===== config.mk =====
export PLATFORM = sky130hd
export DESIGN_NAME = saa_ctrl
export DESIGN_NICKNAME = d
export VERILOG_FILES = /design/src/hw/rtl/saa_pkg.sv /design/src/hw/rtl/saa_ctrl.sv
export SDC_FILE = /design/constraint.sdc
export NUM_CORES = 1
export LEC_CHECK = 0
export BUFFER_PORTS_ARGS = -buffer_cell sky130_fd_sc_hd__buf_2
export CORE_AREA = 2 2 39 41
export CTS_CLUSTER_DIAMETER = 60
export DETAILED_ROUTE_END_ITERATION = 6
export DIE_AREA = 0 0 41 43
export GPL_TIMING_DRIVEN = 0
export PLACE_DENSITY = 0.57
export SLEW_MARGIN = 20
export SYNTH_ARGS = -nofsm -noshare
export SYNTH_HDL_FRONTEND = slang
export SYNTH_SLANG_ARGS = --single-unit
export TNS_END_PERCENT = 30

===== constraint.sdc =====
create_clock -name clk_i -period 2 [get_ports clk_i]
set_input_delay 0 -clock clk_i [delete_from_list [all_inputs] [get_ports clk_i]]
set_output_delay 0 -clock clk_i [all_outputs]
set_load 0.02 [all_outputs]

===== src/hw/rtl/saa_pkg.sv =====
package saa_pkg;
  localparam int CordicSteps = 16;
  localparam int AccumBits = 48;
  localparam int OutBits = 48;
  localparam int StepBits = $clog2(CordicSteps);
  // phase: 42-bit product sums, times 16 -> up to ~48 bits
  localparam int PhaseBits = 48;
  localparam int CBits = 34;
  localparam logic signed [PhaseBits-1:0] TwoPiQ30 = 48'sd6746518852;
  localparam logic signed [PhaseBits-1:0] PiQ30 = 48'sd3373259426;
  localparam logic signed [PhaseBits-1:0] HalfPiQ30 = 48'sd1686629713;
  localparam logic signed [CBits-1:0] GainQ30 = 34'sd652032874;
  // floor(2^64 / 2pi in Q.30), for the quotient estimate of the reduction
  localparam logic [31:0] RecipTwoPi = 32'((65'd1 << 64) / 65'd6746518852);
  localparam int RedBits = 2;

  typedef struct packed {
    logic load;
    logic mul_step;
    logic red_step;
    logic red_fix;
    logic cordic_init;
    logic cordic_step;
    logic term;
    logic acc;
    logic out_load;
  } saa_cmd_t;

  typedef struct packed {
    logic red_done;
    logic cordic_done;
    logic last;
  } saa_sts_t;

  function automatic logic signed [CBits-1:0] atan_q30(input logic [4:0] i);
    logic signed [CBits-1:0] r;
    unique case (i)
      5'd0: r = 34'sd843314856;
      5'd1: r = 34'sd497837829;
      5'd2: r = 34'sd263043836;
      5'd3: r = 34'sd133525158;
      5'd4: r = 34'sd67021686;
      5'd5: r = 34'sd33543515;
      5'd6: r = 34'sd16775850;
      5'd7: r = 34'sd8388437;
      5'd8: r = 34'sd4194282;
      5'd9: r = 34'sd2097149;
      5'd10: r = 34'sd1048575;
      5'd11: r = 34'sd524287;
      5'd12: r = 34'sd262143;
      5'd13: r = 34'sd131071;
      5'd14: r = 34'sd65535;
      5'd15: r = 34'sd32767;
      5'd16: r = 34'sd16383;
      5'd17: r = 34'sd8191;
      5'd18: r = 34'sd4095;
      5'd19: r = 34'sd2047;
      5'd20: r = 34'sd1023;
      5'd21: r = 34'sd511;
      5'd22: r = 34'sd255;
      5'd23: r = 34'sd127;
      5'd24: r = 34'sd63;
      5'd25: r = 34'sd31;
      5'd26: r = 34'sd15;
      5'd27: r = 34'sd7;
      5'd28: r = 34'sd3;
      5'd29: r = 34'sd1;
      default: r = '0;
    endcase
    return r;
  endfunction
endpackage


===== src/hw/rtl/saa_ctrl.sv =====
module saa_ctrl (
  input  logic              clk_i,
  input  logic              rst_ni,
  input  logic              in_valid_i,
  output logic              in_ready_o,
  input  logic              out_busy_i,
  input  saa_pkg::saa_sts_t sts_i,
  output saa_pkg::saa_cmd_t cmd_o
);
  import saa_pkg::*;

  localparam logic [2:0] StIdle = 3'd0;
  localparam logic [2:0] StMul = 3'd1;
  localparam logic [2:0] StRed = 3'd2;
  localparam logic [2:0] StFix = 3'd3;
  localparam logic [2:0] StCordic = 3'd4;
  localparam logic [2:0] StTerm = 3'd5;
  localparam logic [2:0] StAcc = 3'd6;
  localparam logic [2:0] StOut = 3'd7;

  logic [2:0] state_q, state_d;
  logic [1:0] mcnt_q, mcnt_d;

  assign in_ready_o = (state_q == StIdle);

  always_comb begin
    state_d = state_q;
    mcnt_d = mcnt_q;
    cmd_o = '0;
    unique case (state_q)
      StIdle: begin
        if (in_valid_i) begin
          cmd_o.load = 1'b1;
          mcnt_d = '0;
          state_d = StMul;
        end
      end
      StMul: begin
        cmd_o.mul_step = 1'b1;
        mcnt_d = mcnt_q + 2'd1;
        if (mcnt_q == 2'd2) state_d = StRed;
      end
      StRed: begin
        cmd_o.red_step = 1'b1;
        if (sts_i.red_done) state_d = StFix;
      end
      StFix: begin
        cmd_o.red_fix = 1'b1;
        state_d = StCordic;
      end
      StCordic: begin
        cmd_o.cordic_step = 1'b1;
        if (sts_i.cordic_done) state_d = StTerm;
      end
      StTerm: begin
        cmd_o.term = 1'b1;
        state_d = StAcc;
      end
      StAcc: begin
        if (!(sts_i.last && out_busy_i)) begin
          cmd_o.acc = 1'b1;
          state_d = sts_i.last ? StOut : StIdle;
        end
      end
      StOut: begin
        cmd_o.out_load = 1'b1;
        state_d = StIdle;
      end
      default: state_d = StIdle;
    endcase
    cmd_o.cordic_init = cmd_o.red_fix;
  end

  always_ff @(posedge clk_i or negedge rst_ni) begin
    if (!rst_ni) begin
      state_q <= StIdle;
      mcnt_q <= '0;
    end else begin
      state_q <= state_d;
      mcnt_q <= mcnt_d;
    end
  end
endmodule


Word-level counts from Yosys, hierarchy flattened
Cells that the tools add are included.
{ "totals": {"latch_bits": 0, "rom_bits": 0, "ramBits": 0, "reg_bits": 5, "mem_count": 0, "wordCells": 40, "in_bits": 7} }
{ "classes": {"shift": 0, "n_reduce_logical": 5, "n_bitwise": 0, "n_div": 0, "n_eq_ne": 13, "add_sub_neg": 1, "multipliers": 0, "n_lt_le_gt_ge": 0, "n_mux": 19} }
{ "op_table": {"columns": ["operator", "n"], "rows": [
  ["3-bit case mux with 8 select lines", 1],
  ["3-bit 2-to-1 mux", 6],
  ["3-bit == test, second input constant", 4],
  ["1-bit 2-to-1 mux", 10],
  ["2-bit != test, second input constant", 5],
  ["3-bit by 2-bit == test with 1-bit output, second input constant", 2],
  ["5-bit AND reduction", 1],
  ["2-bit case mux with 2 select lines", 1],
  ["3-bit by 1-bit == test with 1-bit output, second input constant", 1],
  ["3-bit logical NOT", 1],
  ["2-bit by 1-bit adder with 2-bit output, second input constant", 1],
  ["2-bit == test, second input constant", 1],
  ["2-bit 2-to-1 mux", 1],
  ["2-bit AND reduction", 1],
  ["2-bit nonzero test", 1],
  ["1-bit logical AND", 1]
]} }

Longest topological paths before layout
{ "logic_depth": {"depth_word": 3, "ltp_mapped": 4, "ltp_nobuf": 4} }

Worst setup path after synthesis
OpenSTA, ideal clock, no wires.
{ "synth_path": {"path_kind": "reg-to-reg", "startpoint": "register state_q[2]", "endpoint": "register mcnt_q[0]", "path_buffers": 1, "required_time_ps": 1866, "setup_ps": 134, "slack_ps": 384, "period_less_slack_ps": 1616, "arrival_time_ps": 1482, "stages_incl_launch_ff": 5, "cell_sequence": "dfrtp_1 buf_2 nor3_1 and2_1 o21ai_0"} }
{ "synth_between": {"elab_chain_cells": 3} }
{ "synth_lines": {"columns": ["element", "line_no", "source"], "rows": [
  ["from (decl)", "saa_ctrl.sv:21", "logic [2:0] state_q, state_d;"],
  ["from (signal assigned)", "saa_ctrl.sv:76", "state_q <= StIdle;"],
  ["from (signal assigned)", "saa_ctrl.sv:79", "state_q <= state_d;"],
  ["3-bit logical NOT *", null, null],
  ["net in_ready_o", "saa_ctrl.sv:5", "output logic in_ready_o,"],
  ["2-bit != test (no source line) or 2-bit nonzero test (tied branches)", null, null],
  ["2-bit AND reduction (no source line)", null, null],
  ["to (signal assigned)", "saa_ctrl.sv:80", "mcnt_q <= mcnt_d;"],
  ["to (decl)", "saa_ctrl.sv:22", "logic [1:0] mcnt_q, mcnt_d;"]
]} }
Mark *: on every way through the listed nets, which the timed path passes. The rest lies on a longest branch.
A chain may end at the register's enable or synchronous reset.

==> results.json <==
{
  "drc_errors": 0,
  "finalNetCount": 70,
  "reg2reg_depth": 2,
  "cts_made_buffers": 3,
  "cp_data_required_time_ns": 2.00,
  "worstPathMaxFanout": 10,
  "vias": 347,
  "slowest_stage": "dfrtp_1",
  "r2r_end": "state_q[0]$_DFFE_PN0P_",
  "dp.cells": 72,
  "ys_seq_area_frac": 0.366,
  "grt_usage": 0.119,
  "postPlaceCellArea_um2": 442,
  "grt_first_pass_wirelength_mm": 1.37,
  "ys_warn_count": 0,
  "pin_count": 17,
  "period_share": 0.715,
  "start_util": 0.247,
  "cts_sinks": 5,
  "avgRoutedWirePerCell_um": 9.95,
  "path_cells": "clkbuf_1, and3_1, buf_4, buf_2",
  "setup-tns-final_ns": 0,
  "dp_hpwl_um": 606,
  "routed_via_density": 4.51,
  "dp_slack_ns": 0.704,
  "powerDensity_nw_per_um2": 1570,
  "r2r_setup_slack_ns": 0.72,
  "clk_pin_slew_worst_paths_ns": 0.05,
  "grt-ovfl-total": 0,
  "clkLatencyLatePin_ns": 0.25,
  "fin_skew_ns": 0.00627,
  "rsz0062_at_grt": "false",
  "gp_congestion": 0.682,
  "worst_pin_slew_ns": 0.340,
  "fmax_ghz": 0.699,
  "worstSetupStartpointType": "flop",
  "multiInputGateArea_um2": 181,
  "worstSetupEndpointType": "output pin",
  "drive_above_1_share": 0.393,
  "cts_tree": "built",
  "regArea_um2": 125,
  "timing.rr.start": "state_q[1]$_DFFE_PN0P_",
  "coreArea_um2": 1380,
  "crit_arrival_ns": 1.43,
  "final_hold_viol_count": 0,
  "routed_wirelength_um": 766,
  "ys_ff_latch": 5,
  "drv_slew": 0,
  "synth_cell_types": 22,
  "synthToLayoutAreaGrowth_pct": 39.9,
  "fin_worst_hold_slack_ns": 0.0967,
  "cts_htree_levels": 1,
  "die-height_um": 43,
  "fp-row-count": 14,
  "maxCapViolCount": 0,
  "cts_resized": 0,
  "antenna_cells": 0,
  "ctsRootBufferMaster": "clkbuf_4",
  "timing.final.ws_setup_ns": 0.569,
  "cts_setup_buffers": 0,
  "clk_path_buf_depth": 2,
  "antenna_found_initial": 0,
  "status": "complete, no violations",
  "path_delay_family": "buffers and inverters",
  "cp_num_buf_inv": 3,
  "first_pass_iters": 2,
  "design_area_um2": 478,
  "p_leak_nw": 0.264,
  "ant_nets": 0,
  "synth_nets": 48,
  "fill_cells": 151,
  "slew_headroom": 0.773,
  "die-width_um": 41,
  "drt-initial-drc-count": 1,
  "path_class": "reg -> out",
  "synth_area_um2": 342,
  "first_global_vias": 347,
  "avgSynthCellArea_um2": 8.54,
  "slowest_delay_ns": 0.39,
  "port_buffers": 16,
  "syn_inst": 40,
  "stdcell_count": 77,
  "worst_hold_path_type": "in -> async",
  "ir_drop_mv": 0.610,
  "grt_max_degree": 11,
  "fin_crit_ns": 1.43,
  "dieArea_um2": 1760,
  "finalSetupViolCount": 0
}
==> report_power, final <==
part           internal, W  leakage [nW]  total, W  switching (W)
logic             0.000188         0.186  0.000452       0.000264
clock network    0.0000755        0.0150  0.000119      0.0000432
registers         0.000149        0.0628  0.000177      0.0000283
total             0.000413         0.264  0.000748       0.000336
==> registers in the layout, summed over array words and instances (netlist names) <==
register / count
mcnt_q: 2
state_q: 3
==> metrics by stage <==
stage               total power [W]  utilization
floorplan                  0.000516            -
global placement           0.000628        0.319
detailed placement         0.000638        0.319
CTS                        0.000762        0.345
global route               0.000829        0.345
finish                     0.000748        0.345
==> kinds of logic (layout without fill, tap and decap cells) <==
| group | Yosys count | after routing | synth area share |
|---|---|---|---|
| AOI/OAI and AO/OA | 7 | 7 | 0.117 |
| adders and majority gates | 1 | 1 | 0.0366 |
| buffers and inverters | 8 | 29 | 0.103 |
| DFF | 5 | 5 | 0.366 |
| muxes | 2 | 2 | 0.0989 |
| and+or+nand+nor | 17 | 17 | 0.278 |
==> timing repair <==
action	in CTS	in global routing
hold buffers	1	0
setup endpoints to repair	0	0
endpoints found under the hold margin	5	0
==> layout make-up <==
class,instances,share of cell area
well taps,16,0.0419
repair buffers,17,0.188
plain buffers,4,0.0419
multi-input cells,27,0.380
clock buffers,4,0.0550
flip-flops and latches,5,0.262
inverters,4,0.0314
==> worst max path at each step <==
stage                                       from                     end  slack [ns]  cells past startpoint
final                     state_q[1]$_DFFE_PN0P_                cmd_o[5]        0.57                      4
after global routing      state_q[1]$_DFFE_PN0P_                cmd_o[5]        0.39                      4
after CTS                 state_q[1]$_DFFE_PN0P_                cmd_o[5]        0.52                      4
after detailed placement  state_q[1]$_DFFE_PN0P_  state_q[0]$_DFFE_PN0P_        0.70                      2
after global placement    state_q[1]$_DFFE_PN0P_  state_q[0]$_DFFE_PN0P_        0.71                      2
after floorplan           state_q[2]$_DFFE_PN0P_   mcnt_q[0]$_DFFE_PN0P_        0.38                      4
==> synth_stat cells <==
master,instances,area share
nor3_1,3,0.044
mux4_2,1,0.066
o21ai_0,3,0.044
nand2_1,3,0.033
and2_1,1,0.018
and3_1,2,0.037
a21oi_1,1,0.015
nand3b_1,1,0.022
ha_1,1,0.037
inv_1,4,0.044
nor3b_1,1,0.022
buf_2,1,0.015
mux2_2,1,0.033
or3b_2,1,0.026
a21o_1,1,0.022
nand2b_1,2,0.037
nor2b_1,1,0.018
clkbuf_1,2,0.022
buf_4,1,0.022
dfrtp_1,5,0.37
o22ai_1,2,0.037
nor2_1,2,0.022
==> metal layers <==
metal | vias to the layer above | GRT usage | share of wire
met5 | - | 0 | 0
met4 | 0 | 0.100 | 0.038
met3 | 4 | 0.0314 | 0.10
met2 | 17 | 0.169 | 0.43
met1 | 150 | 0.140 | 0.43
li1 | 176 | - | -
==> worst reg2reg max path: cells and delay by family, from the launching register on <==
family | cells | cell delay [ns]
flops | 1 | 0.39
mux | 2 | 0.78
==> layout by cell type, fill, tap and decap left out <==
master | netlist | layout
ha_1 | 1 | 1
nor3_1 | 3 | 3
or3b_2 | 1 | 1
clkbuf_1 | 2 | 3
nand2b_1 | 2 | 2
nor3b_1 | 1 | 1
nor2b_1 | 1 | 1
clkbuf_4 | 0 | 3
o22ai_1 | 2 | 2
mux2_2 | 1 | 1
a21oi_1 | 1 | 1
and3_1 | 2 | 2
dlygate4sd3_1 | 0 | 1
o21ai_0 | 3 | 3
buf_4 | 1 | 1
a21o_1 | 1 | 1
buf_2 | 1 | 17
nand2_1 | 3 | 3
nand3b_1 | 1 | 1
and2_1 | 1 | 1
inv_1 | 4 | 4
dfrtp_1 | 5 | 5
mux4_2 | 1 | 1
nor2_1 | 2 | 2
No activity file was read; power rests on OpenSTA's default activity.
